===== config.mk =====
export PLATFORM = sky130hd
export DESIGN_NAME = range_flow_frame_parser
export DESIGN_NICKNAME = d
export VERILOG_FILES = /design/src/rtl/core/rffp_pkg.sv /design/src/rtl/core/rffp_front.sv /design/src/rtl/core/rffp_queue.sv /design/src/rtl/core/rffp_back.sv /design/src/rtl/core/range_flow_frame_parser.sv
export VERILOG_INCLUDE_DIRS = /design/src /design/src/rtl/core
export SDC_FILE = /design/constraint.sdc
export NUM_CORES = 1
export LEC_CHECK = 0
export ABC_AREA = 1
export BUFFER_PORTS_ARGS = -buffer_cell sky130_fd_sc_hd__buf_2
export CAP_MARGIN = 20
export CORE_ASPECT_RATIO = 1.25
export CORE_MARGIN = 5
export CORE_UTILIZATION = 40
export DETAILED_ROUTE_END_ITERATION = 10
export PLACE_DENSITY = 0.63
export REMOVE_ABC_BUFFERS = 1
export SETUP_SLACK_MARGIN = 0.05
export SLEW_MARGIN = 20
export SYNTH_ARGS = -nofsm -noshare
export SYNTH_HDL_FRONTEND = slang
export SYNTH_SLANG_ARGS = --single-unit

===== constraint.sdc =====
create_clock -name clk -period 16.6 [get_ports clk]
set_input_delay 4.98 -clock clk [delete_from_list [all_inputs] [get_ports clk]]
set_output_delay 4.98 -clock clk [all_outputs]
set_load 0.05 [all_outputs]

===== src/rtl/core/range_flow_frame_parser_assert.svh =====
// assertion macros shared by the frame parser modules
// each use expects signals named clk and rst in the enclosing module
`ifndef RANGE_FLOW_FRAME_PARSER_ASSERT_SVH
`define RANGE_FLOW_FRAME_PARSER_ASSERT_SVH
`ifndef SYNTHESIS
`define RFFP_ASSERT_ALWAYS(lbl, expr) \
  lbl: assert property (@(posedge clk) disable iff (rst) (expr)) \
    else $error("rffp assertion failed");
`define RFFP_ASSERT_NEXT(lbl, ant, cons) \
  lbl: assert property (@(posedge clk) disable iff (rst) (ant) |=> (cons)) \
    else $error("rffp assertion failed");
`else
`define RFFP_ASSERT_ALWAYS(lbl, expr)
`define RFFP_ASSERT_NEXT(lbl, ant, cons)
`endif
`endif


===== src/rtl/core/rffp_pkg.sv =====
`default_nettype none
package rffp_pkg;

  localparam int MAX_PAYLOAD = 32;
  localparam int QUEUE_DEPTH = 4;

  // payload bytes that feed the decoded result fields (bytes 0 to 17)
  localparam int FIELD_BYTES = 18;
  localparam int IDX_W = $clog2(FIELD_BYTES);

  localparam int CFG_INDEX_W = 8;
  localparam logic [CFG_INDEX_W-1:0] REG_HEADER_BYTE = 8'd0;
  localparam logic [CFG_INDEX_W-1:0] REG_RANGE_MSG_ID = 8'd1;

  localparam logic [7:0] HEADER_BYTE_RESET = 8'd239;
  localparam logic [7:0] RANGE_MSG_ID_RESET = 8'd81;

  localparam logic OP_STORE = 1'b0;
  localparam logic OP_FINISH = 1'b1;

  typedef struct packed {
    logic             kind;
    logic [IDX_W-1:0] idx;
    logic [7:0]       data;
    logic             frame_ok;
    logic             is_range;
    logic [7:0]       msg_id;
  } op_t;

endpackage
`default_nettype wire


===== src/rtl/core/rffp_front.sv =====
`default_nettype none
`include "range_flow_frame_parser_assert.svh"
module rffp_front (
  input  wire logic                             clk,
  input  wire logic                             rst,
  input  wire logic                             rx_valid,
  output logic                                  rx_ready,
  input  wire logic [7:0]                       rx_byte,
  input  wire logic                             cfg_valid,
  output logic                                  cfg_ready,
  input  wire logic [rffp_pkg::CFG_INDEX_W-1:0] cfg_index,
  input  wire logic [7:0]                       cfg_data,
  input  wire logic                             q_full,
  output logic                                  push,
  output rffp_pkg::op_t                         push_op
);

  localparam logic [2:0] PH_HUNT = 3'd0;
  localparam logic [2:0] PH_DEV = 3'd1;
  localparam logic [2:0] PH_SYS = 3'd2;
  localparam logic [2:0] PH_MSG = 3'd3;
  localparam logic [2:0] PH_SEQ = 3'd4;
  localparam logic [2:0] PH_LEN = 3'd5;
  localparam logic [2:0] PH_PAYLOAD = 3'd6;
  localparam logic [2:0] PH_CHECK = 3'd7;

  logic [7:0] header_byte;
  logic [7:0] range_message_id;
  logic [2:0] phase;
  logic [2:0] phase_next;
  logic [7:0] running_sum;
  logic [7:0] running_sum_next;
  logic [7:0] msg_id;
  logic [7:0] msg_id_next;
  logic [7:0] frame_length;
  logic [7:0] frame_length_next;
  logic [7:0] payload_count;
  logic [7:0] payload_count_next;
  logic [8:0] count_inc;
  logic       accept;

  assign cfg_ready = 1'b1;
  assign rx_ready = !q_full;
  assign accept = rx_valid && rx_ready;
  assign count_inc = {1'b0, payload_count} + 9'd1;

  always_ff @(posedge clk) begin
    if (rst) begin
      header_byte <= rffp_pkg::HEADER_BYTE_RESET;
      range_message_id <= rffp_pkg::RANGE_MSG_ID_RESET;
    end else if (cfg_valid && cfg_ready) begin
      case (cfg_index)
        rffp_pkg::REG_HEADER_BYTE: header_byte <= cfg_data;
        rffp_pkg::REG_RANGE_MSG_ID: range_message_id <= cfg_data;
        default: ;
      endcase
    end
  end

  always_comb begin
    phase_next = phase;
    running_sum_next = running_sum + rx_byte;
    msg_id_next = msg_id;
    frame_length_next = frame_length;
    payload_count_next = payload_count;
    push = 1'b0;
    push_op.kind = rffp_pkg::OP_STORE;
    push_op.idx = payload_count[rffp_pkg::IDX_W-1:0];
    push_op.data = rx_byte;
    push_op.frame_ok = (rx_byte == running_sum);
    push_op.is_range = (msg_id == range_message_id);
    push_op.msg_id = msg_id;
    case (phase)
      PH_HUNT: begin
        running_sum_next = rx_byte;
        if (rx_byte == header_byte) begin
          phase_next = PH_DEV;
        end
      end
      PH_DEV, PH_SYS, PH_SEQ: begin
        phase_next = phase + 3'd1;
      end
      PH_MSG: begin
        msg_id_next = rx_byte;
        phase_next = PH_SEQ;
      end
      PH_LEN: begin
        frame_length_next = rx_byte;
        payload_count_next = '0;
        if (rx_byte == 8'd0) begin
          phase_next = PH_CHECK;
        end else if ({24'd0, rx_byte} > 32'(rffp_pkg::MAX_PAYLOAD)) begin
          phase_next = PH_HUNT;
        end else begin
          phase_next = PH_PAYLOAD;
        end
      end
      PH_PAYLOAD: begin
        // only bytes that feed a result field reach the store
        push = accept && ({1'b0, payload_count} < 9'(rffp_pkg::FIELD_BYTES));
        payload_count_next = count_inc[7:0];
        if (count_inc >= {1'b0, frame_length}) begin
          phase_next = PH_CHECK;
        end
      end
      PH_CHECK: begin
        push = accept;
        push_op.kind = rffp_pkg::OP_FINISH;
        payload_count_next = '0;
        phase_next = PH_HUNT;
      end
      default: phase_next = PH_HUNT;
    endcase
  end

  always_ff @(posedge clk) begin
    if (rst) begin
      phase <= PH_HUNT;
      running_sum <= '0;
      msg_id <= '0;
      frame_length <= '0;
      payload_count <= '0;
    end else if (accept) begin
      phase <= phase_next;
      running_sum <= running_sum_next;
      msg_id <= msg_id_next;
      frame_length <= frame_length_next;
      payload_count <= payload_count_next;
    end
  end

  `RFFP_ASSERT_ALWAYS(a_payload_in_frame,
    (phase != PH_PAYLOAD) || (payload_count < frame_length))
  `RFFP_ASSERT_ALWAYS(a_payload_len_legal,
    (phase != PH_PAYLOAD) || ((frame_length != 8'd0) &&
    ({24'd0, frame_length} <= 32'(rffp_pkg::MAX_PAYLOAD))))

endmodule
`default_nettype wire


===== src/rtl/core/rffp_queue.sv =====
`default_nettype none
`include "range_flow_frame_parser_assert.svh"
module rffp_queue #(
  parameter int DEPTH = rffp_pkg::QUEUE_DEPTH
) (
  input  wire logic          clk,
  input  wire logic          rst,
  input  wire logic          push,
  input  wire rffp_pkg::op_t push_op,
  output logic               full,
  input  wire logic          pop,
  output rffp_pkg::op_t      pop_op,
  output logic               nonempty
);

  localparam int PTR_W = (DEPTH > 1) ? $clog2(DEPTH) : 1;
  localparam int CNT_W = $clog2(DEPTH + 1);

  rffp_pkg::op_t     entries [DEPTH];
  logic [PTR_W-1:0]  wr_ptr;
  logic [PTR_W-1:0]  rd_ptr;
  logic [CNT_W-1:0]  count;

  assign full = (count == CNT_W'(DEPTH));
  assign nonempty = (count != '0);
  assign pop_op = entries[rd_ptr];

  always_ff @(posedge clk) begin
    if (push) begin
      entries[wr_ptr] <= push_op;
    end
  end

  always_ff @(posedge clk) begin
    if (rst) begin
      wr_ptr <= '0;
      rd_ptr <= '0;
      count <= '0;
    end else begin
      if (push) begin
        wr_ptr <= (wr_ptr == PTR_W'(DEPTH - 1)) ? '0 : wr_ptr + 1'b1;
      end
      if (pop) begin
        rd_ptr <= (rd_ptr == PTR_W'(DEPTH - 1)) ? '0 : rd_ptr + 1'b1;
      end
      case ({push, pop})
        2'b10: count <= count + 1'b1;
        2'b01: count <= count - 1'b1;
        default: count <= count;
      endcase
    end
  end

  `RFFP_ASSERT_ALWAYS(a_count_bound, count <= CNT_W'(DEPTH))
  `RFFP_ASSERT_NEXT(a_count_grows, push && !pop,
    count == CNT_W'($past(count) + 1'b1))

endmodule
`default_nettype wire


===== src/rtl/core/rffp_back.sv =====
`default_nettype none
`include "range_flow_frame_parser_assert.svh"
module rffp_back (
  input  wire logic          clk,
  input  wire logic          rst,
  input  wire logic          q_nonempty,
  input  wire rffp_pkg::op_t q_op,
  output logic               pop,
  output logic               res_valid,
  input  wire logic          res_ready,
  output logic               frame_ok,
  output logic               is_range_report,
  output logic [7:0]         message_id,
  output logic [31:0]        time_stamp_ms,
  output logic [31:0]        range_mm,
  output logic [7:0]         tof_signal,
  output logic [7:0]         tof_accuracy,
  output logic [7:0]         tof_state,
  output logic signed [15:0] flow_speed_x,
  output logic signed [15:0] flow_speed_y,
  output logic [7:0]         flow_confidence,
  output logic [7:0]         flow_state
);

  logic [7:0] store [rffp_pkg::FIELD_BYTES];
  logic       finish;

  // a result waits for the output register, store writes never wait
  assign pop = q_nonempty &&
               ((q_op.kind == rffp_pkg::OP_STORE) || !res_valid || res_ready);
  assign finish = pop && (q_op.kind == rffp_pkg::OP_FINISH);

  always_ff @(posedge clk) begin
    if (rst) begin
      for (int i = 0; i < rffp_pkg::FIELD_BYTES; i++) begin
        store[i] <= '0;
      end
    end else if (pop && (q_op.kind == rffp_pkg::OP_STORE)) begin
      store[q_op.idx] <= q_op.data;
    end
  end

  always_ff @(posedge clk) begin
    if (rst) begin
      res_valid <= 1'b0;
    end else if (finish) begin
      res_valid <= 1'b1;
    end else if (res_ready) begin
      res_valid <= 1'b0;
    end
  end

  always_ff @(posedge clk) begin
    if (finish) begin
      frame_ok <= q_op.frame_ok;
      is_range_report <= q_op.is_range;
      message_id <= q_op.msg_id;
      time_stamp_ms <= {store[3], store[2], store[1], store[0]};
      range_mm <= {store[7], store[6], store[5], store[4]};
      tof_signal <= store[8];
      tof_accuracy <= store[9];
      tof_state <= store[10];
      flow_speed_x <= {store[13], store[12]};
      flow_speed_y <= {store[15], store[14]};
      flow_confidence <= store[16];
      flow_state <= store[17];
    end
  end

  `RFFP_ASSERT_NEXT(a_finish_shows, finish, res_valid)

endmodule
`default_nettype wire


===== src/rtl/core/range_flow_frame_parser.sv =====
// Byte stream frame parser for range and flow reports.
// rx channel: one received byte per transfer (rx_valid/rx_ready/rx_byte).
// cfg channel: register writes, index 0 header byte, index 1 range message id;
//   cfg_ready is always high, unknown indexes are ignored.
// res channel: one result per frame of legal length, on its checksum byte, with
//   checksum verdict, range-id match and payload fields decoded little endian.
// The front end runs the frame state machine and takes one byte every cycle
// while the op queue has room; the back end writes payload bytes into the
// field store and loads the output register on a finished frame.
// The finish op of the checksum byte passes through the op queue, then the back
//   end loads the output register and raises res_valid.
// Throughput: 1 byte per cycle while the queue has room, frames with no gap.
// A stalled result blocks only the back end; bytes keep flowing into the
// queue until it holds QUEUE_DEPTH ops, then rx_ready drops.
// Reset: header byte 239, range id 81, parser hunting, field store zero.
`default_nettype none
module range_flow_frame_parser #(
  parameter int QUEUE_DEPTH = rffp_pkg::QUEUE_DEPTH
) (
  input  wire logic                             clk,
  input  wire logic                             rst,
  input  wire logic                             rx_valid,
  output logic                                  rx_ready,
  input  wire logic [7:0]                       rx_byte,
  input  wire logic                             cfg_valid,
  output logic                                  cfg_ready,
  input  wire logic [rffp_pkg::CFG_INDEX_W-1:0] cfg_index,
  input  wire logic [7:0]                       cfg_data,
  output logic                                  res_valid,
  input  wire logic                             res_ready,
  output logic                                  frame_ok,
  output logic                                  is_range_report,
  output logic [7:0]                            message_id,
  output logic [31:0]                           time_stamp_ms,
  output logic [31:0]                           range_mm,
  output logic [7:0]                            tof_signal,
  output logic [7:0]                            tof_accuracy,
  output logic [7:0]                            tof_state,
  output logic signed [15:0]                    flow_speed_x,
  output logic signed [15:0]                    flow_speed_y,
  output logic [7:0]                            flow_confidence,
  output logic [7:0]                            flow_state
);

  logic          q_full;
  logic          q_nonempty;
  logic          push;
  logic          pop;
  rffp_pkg::op_t push_op;
  rffp_pkg::op_t pop_op;

  rffp_front u_front (
    .clk       (clk),
    .rst       (rst),
    .rx_valid  (rx_valid),
    .rx_ready  (rx_ready),
    .rx_byte   (rx_byte),
    .cfg_valid (cfg_valid),
    .cfg_ready (cfg_ready),
    .cfg_index (cfg_index),
    .cfg_data  (cfg_data),
    .q_full    (q_full),
    .push      (push),
    .push_op   (push_op)
  );

  rffp_queue #(
    .DEPTH (QUEUE_DEPTH)
  ) u_queue (
    .clk      (clk),
    .rst      (rst),
    .push     (push),
    .push_op  (push_op),
    .full     (q_full),
    .pop      (pop),
    .pop_op   (pop_op),
    .nonempty (q_nonempty)
  );

  rffp_back u_back (
    .clk             (clk),
    .rst             (rst),
    .q_nonempty      (q_nonempty),
    .q_op            (pop_op),
    .pop             (pop),
    .res_valid       (res_valid),
    .res_ready       (res_ready),
    .frame_ok        (frame_ok),
    .is_range_report (is_range_report),
    .message_id      (message_id),
    .time_stamp_ms   (time_stamp_ms),
    .range_mm        (range_mm),
    .tof_signal      (tof_signal),
    .tof_accuracy    (tof_accuracy),
    .tof_state       (tof_state),
    .flow_speed_x    (flow_speed_x),
    .flow_speed_y    (flow_speed_y),
    .flow_confidence (flow_confidence),
    .flow_state      (flow_state)
  );

endmodule
`default_nettype wire


## Word-level counts from Yosys, hierarchy flattened

Memories as Yosys holds them, arrays and structs flattened. A register that Yosys moved wholly into a read port is not among the register bits.
Index checks and enable logic that the tools add are counted.

| cells by class | value |
|---|---|
| $add $sub $neg | 7 |
| $lt $le $gt $ge | 3 |
| equality and inequality tests | 18 |
| multiplexer cells | 26 |
| bitwise gates (word level) | 1 |
| reductions and logical operators | 25 |

Operator list:

| operator | number |
|---|---|
| $eq 8x8->1 | 3 |
| $pmux 3 s6 | 1 |
| $logic_not 8->1 | 2 |
| $mux 8 | 2 |
| $pmux 8 s2 | 1 |
| $eq 3x3->1 const B | 5 |
| $mux 3 | 4 |
| $mux 1 | 11 |
| $reduce_and 2->1 | 5 |
| $add 8x1->9 const B | 1 |
| $ge 9x8->1 | 1 |
| $add 8x8->8 | 1 |
| $eq 8x1->1 const B | 1 |
| $gt 8x6->1 const B | 1 |
| $lt 8x5->1 const B | 1 |
| $mux 2 | 4 |
| $reduce_or 8->1 | 1 |
| $add 3x1->3 const B | 2 |
| $eq 2x2->1 const B | 3 |
| $eq 3x2->1 const B | 2 |
| $pmux 3 s2 | 1 |
| $reduce_bool 2->1 | 3 |
| $logic_and 1x1->1 | 5 |
| $mux 5 | 1 |
| 14 further kinds | 18 |

| storage, ports and cells | value |
|---|---|
| register bits after elaboration | 69 |
| bits in writable memories | 240 |
| input port bits | 29 |
| output and inout port bits | 149 |
| word-level logic and storage cells | 96 |
| memories | 2 |

Memory list:

| memory | depth | bits a word | read ports | clocked after memory_dff | write ports | line | text |
|---|---|---|---|---|---|---|---|
| u_back.store | 18 | 8 | 17 | 17 | 18 | rffp_back.sv:25 | `logic [7:0] store [rffp_pkg::FIELD_BYTES];` |
| u_queue.entries | 4 | 24 | 1 | 1 | 1 | rffp_queue.sv:19 | `rffp_pkg::op_t entries [DEPTH];` |

## Logic depth before layout (Yosys ltp)

| depth | value |
|---|---|
| depth after elaboration | 10 |
| mapped depth | 16 |
| mapped depth without buffers | 16 |

## Hierarchy

From an unflattened synthesis, not the netlist that was laid out.

| second synthesis, totals | value |
|---|---|
| cell total of the unflattened synthesis | 1245 |
| area total of the unflattened synthesis | 17136.4 µm² |

Modules (own cells, without submodules):

| module | instances | cells an instance | area an instance (µm²) | seq. area each (µm²) |
|---|---|---|---|---|
| rffp_back | 1 | 509 | 9765.6 | 8488.1 |
| rffp_queue | 1 | 293 | 4191.5 | 3062.9 |
| rffp_front | 1 | 443 | 3179.3 | 1021.0 |

## Worst setup path after synthesis

Ideal clock, no wire load.

| timing | value |
|---|---|
| kind | in2reg |
| start point | in res_ready |
| end point | reg u_back.flow_confidence[0], in the netlist flow_confidence[0] (read register of u_back.store), enable pin |
| setup time | 0.655 ns |
| data arrival time | 11.298 ns |
| data required time | 15.945 ns |
| slack | 4.647 ns |
| stages on the path | 4 |
| cells stage by stage | inv_1 -> nand2_1 -> o21ai_0 -> nor2_1 |

| on the way | value |
|---|---|
| word-level cells in the longest chain between the ends | 3 |

RTL lines:

| element | line | text |
|---|---|---|
| from (decl) | range_flow_frame_parser.sv:30 | `input wire logic res_ready,` |
| $logic_or 1x1->1 | rffp_back.sv:30 | `((q_op.kind == rffp_pkg::OP_STORE) \|\| !res_valid \|\| res_ready);` |
| $logic_and 1x1->1 | rffp_back.sv:29 | `assign pop = q_nonempty &&` |
| $logic_and 1x1->1 | rffp_back.sv:31 | `assign finish = pop && (q_op.kind == rffp_pkg::OP_FINISH);` |
| named net u_back.finish | rffp_back.sv:26 | `logic finish;` |
| to (decl) | rffp_back.sv:21 | `output logic [7:0] flow_confidence,` |

The timed path passes the listed nets, and every way through them passes these cells.
A chain may end at the register's enable or synchronous reset.

## Worst setup path after layout

| timing | value |
|---|---|
| start point | in rx_valid |
| end point | reg u_queue.count[2] |

| on the way | value |
|---|---|
| word-level cells in the longest chain between the ends | 5 |
| elaborated cells between the ends (all ways) | 7 |
| those cells by class | 2 x eq/ne; 2 x mux; 3 x reduce/logical |

RTL lines:

| element | line | text |
|---|---|---|
| from (decl) | range_flow_frame_parser.sv:22 | `input wire logic rx_valid,` |
| $logic_and 1x1->1 (*) | rffp_front.sv:44 | `assign accept = rx_valid && rx_ready;` |
| $logic_and 1x1->1 | rffp_front.sv:100 | `push = accept && ({1'b0, payload_count} < 9'(rffp_pkg::FIELD_BYTES));` |
| $pmux 1 s2 (*) | rffp_front.sv:73 | `case (phase)` |
| $eq 2x1->1 or $eq 2x2->1 (tied branches) | rffp_queue.sv:46 | `case ({push, pop})` |
| $pmux 3 s2 or $reduce_bool 2->1 (tied branches) | n/a |  |
| to (signal assigned) | rffp_queue.sv:47 | `2'b10: count <= count + 1'b1;` |
| to (signal assigned) | rffp_queue.sv:48 | `2'b01: count <= count - 1'b1;` |
| to (signal assigned) | rffp_queue.sv:49 | `default: count <= count;` |
| to (decl) | rffp_queue.sv:22 | `logic [CNT_W-1:0] count;` |

Every way passes the cells marked *; elsewhere a longest branch is shown, timed or not.

==> summary.md <==
| Metric | Value |
|---|---|
| Status | completed |
| Peak VDD IR | 0.104 mV |
| DR top layer | met4 |
| Postcts setup bufs | 0 |
| DRT Pass-1 Iters | 5 |
| First-pass GRT wire length | roughly 53000 um |
| Setup Total Neg Slack | 0 ps |
| CTS tree | yes |
| Iter 0 DRT Violations | around 700 |
| Area growth syn-to-layout | 18.1% |
| EDFF count, synth | 378 |
| Synth top area share | 0.694 |
| Routed vias | slightly below 10000 |
| DRT antenna net count | 0 |
| H-Tree Level Count | 2 |
| WS Path Type | in2reg |
| Pin count of the biggest net entering global routing | about 80 |
| Crit end category | flop |
| Post-synthesis sequential area ratio | 0.769 |
| Share of cells above drive strength 1 | 0.199 |
| Post-synthesis async set-or-reset flop share | 0 |
| Clk buf depth | 3 |
| Syn Area/Cell | between 10 and 15 sq um |
| Core area | a little over 40000 sq um |
| Register share of total power | 0.410 |
| Worst Slack Setup Final | about 9500 ps |
| Worst path required time | 17030 ps |
| Slew @ Worst Pin | 989 ps |
| Met3 WL | 2040 um |
| Switching Fraction | 0.390 |
| Synth Warn # | 0 |
| RSZ-0062 raised after global routing | no |
| Clock period minus worst slack | 7060 ps |
| Unique masters post-synth | between 40 and 50 |
| Clock skew | about 15 ps |
| Startpoint Class | primary input |
| Most frequent cells in the layout | 378 x edfxtp_1, 222 x nor2_1, 176 x buf_2, 135 x nand2_1, 77 x inv_1 |
| Synth area leaders | edfxtp_1 69%, dfxtp_1 7.5%, nor2_1 5.2% |
| Routed wl met2 | around 17000 um |
| Ys flop type | edfxtp_1 |
| Hold violation total from the final report | 0 |
| Hold endpoint | range_mm[3] |
| Total track usage | 0.148 |
| Chip Width | about 190 um |
| Initial antenna violation count | 0 |
| Layout Nets | about 1500 |
| Post-cts resize count | 0 |
| Drt total wl | 34200 um |
| Cell area after synthesis | roughly 16000 sq um |
| Die area | approximately 45000 sq um |
| Setup WS pre-CTS | around 9000 ps |
| Hold Path Class | reg2reg |
| Root cell of the clock tree | clkbuf_16 |
| Power per cell area | between 150 and 200 nW/um^2 |
| M1 WL | between 10000 and 15000 um |
| Starting Density | 0.406 |
| Worst EP arrival | 7490 ps |
| WHS Path Cells | 0 |
| Hold Startpoint | u_back.store[4][3] |
| Later-pin clock latency in the skew report | between 500 and 600 ps |
| Pint | between 0.002 and 0.0025 W |
| GRT Residual Overflow | 0 |
| Clock power frac | 0.269 |
| Commonest non-fill, non-tap cell in the layout | edfxtp_1 |
| Cell Rows | roughly 80 |
| Via density | 4.87 |
| Io pins | roughly 180 |
| Inserted Clock Buffers | 43 |
| Leakage | 7.32 nW |
| Drt drc | 0 |
| Synth Register Bits | about 440 |
| Synth Instances | about 1200 |
| Clk sinks | 439 |
| Max Cap Viol | 0 |
| Reg2Reg Capture Point | range_mm[30] |
| Clock transition at path regs | 60 ps |
| CP Max Fanout | 20 |
| Reg2reg path depth | 10 |
| DP HPWL | approximately 22000 um |
| Fin. max-slew vios | 0 |
| Final period util | 0.425 |
| Synth area leader | edfxtp_1 |
| Setup-failing EPs final | 0 |
| GP Congestion | between 0.7 and 0.8 |
| Diodes inserted | 0 |
| Wirelength per Cell | ~17 um |
| Reg2Reg Setup Slack | between 10000 and 15000 ps |
| Hold_buf cts | 0 |
| Die height | 236 um |
| Count of input and output buffers | ~180 |
| Vias in the first global route | 9495 |
| Max Clk Rate | ~140 MHz |
| NetSw | around 0.0015 W |
| Max_slew headroom | 0.339 |
| Combinational share of power | 0.321 |
critical path: stages:
cell and delay [ps]:
buf_2 90, nand2_1 290, inv_1 380, o21ai_1 550, ha_1 270, inv_1 70, fa_1 380, a21oi_1 140
o21ai_0 110, o21ai_0 160, a21oi_1 60
synthesized netlist by cell type (4+ instances only):
master    instances
edfxtp_1        378
nand4_1           8
nand2_1         135
o211ai_1          9
clkbuf_1         22
inv_1            77
o21ai_0          74
o22ai_1          20
nand3_1          34
nor2_1          225
nor3_1            5
dfxtp_1          61
or2_2             4
inv_2             6
xnor2_1          14
buf_2            12
a21oi_1          51
xor2_1            6
nand2_2          10
nor2_2            7
ha_1             28
kinds of logic after synthesis:
| kind of cell | synth area share |
|---|---|
| simple gates | 0.108 |
| compound gates | 0.0593 |
| flops | 0.769 |
| fa+ha+maj | 0.0239 |
| buf+inv | 0.0289 |
| other cells | 0.000229 |
| xor+xnor | 0.0107 |
cell type report:
cell class                      instances  area, sq um
Sequential cell                       439        12600
Multi-Input combinational cell        659         3330
Clock inverter                         25          275
Inverter                               83          312
Timing Repair Buffer                  185          948
Tap cell                              546          683
Clock buffer                           52         1200
Fill cell                            3543        21000
metal layers:
metal,global-route usage,up-vias
li1,-,4671
met1,0.190,4668
met2,0.259,290
met3,0.0272,55
met4,0.0420,0
met5,0,-
registers in the layout, summed over array words and instances, names as in the netlist, 8 cells and up, named ones only:
| register | count |
|---|---|
| tof_signal | 8 |
| flow_speed_x | 16 |
| u_back.message_id | 8 |
| range_mm | 32 |
| u_back.store | 136 |
| flow_confidence | 8 |
| u_front.range_message_id | 8 |
| time_stamp_ms | 32 |
| u_front.frame_length | 8 |
| tof_state | 8 |
| flow_speed_y | 16 |
| u_front.msg_id | 8 |
| u_front.payload_count | 8 |
| u_front.header_byte | 8 |
| tof_accuracy | 8 |
| u_front.running_sum | 8 |
| u_queue.entries | 96 |
| flow_state | 8 |
through the flow:
| step | std cells | total power [W] | hold slack, ps | utilization | cell area [sq um] |
|---|---|---|---|---|---|
| after detailed placement | 1912 | 0.00276 | 405 | 0.443 | 17800 |
| after floorplan | 1181 | 0.00245 | 400 | - | 16200 |
| after global placement | 1912 | 0.00275 | 403 | 0.443 | 17800 |
| final | 1989 | 0.00372 | 417 | 0.479 | 19300 |
| after CTS | 1989 | 0.00376 | 419 | 0.479 | 19300 |
| after global routing | 1989 | 0.00389 | 424 | 0.479 | 19300 |
power by group through the flow:
stage | registers, W | clock network [W] | logic (W)
finish | 0.00153 | 0.00100 | 0.00119
global route | 0.00155 | 0.00107 | 0.00127
CTS | 0.00153 | 0.00102 | 0.00121
detailed placement | 0.00155 | 0 | 0.00121
global placement | 0.00155 | 0 | 0.00120
floorplan | 0.00212 | 0 | 0.000338
worst max-delay path by stage:
stage	cells past startpoint	from	end
floorplan	4	res_ready	flow_confidence[0]
global placement	11	rx_valid	u_queue.count[2]
detailed placement	7	res_ready	range_mm[30]
CTS	11	rx_valid	u_queue.count[2]
global route	11	rx_valid	u_queue.count[2]
finish	11	rx_valid	u_queue.count[2]
Power figures use the tool's default switching activity.
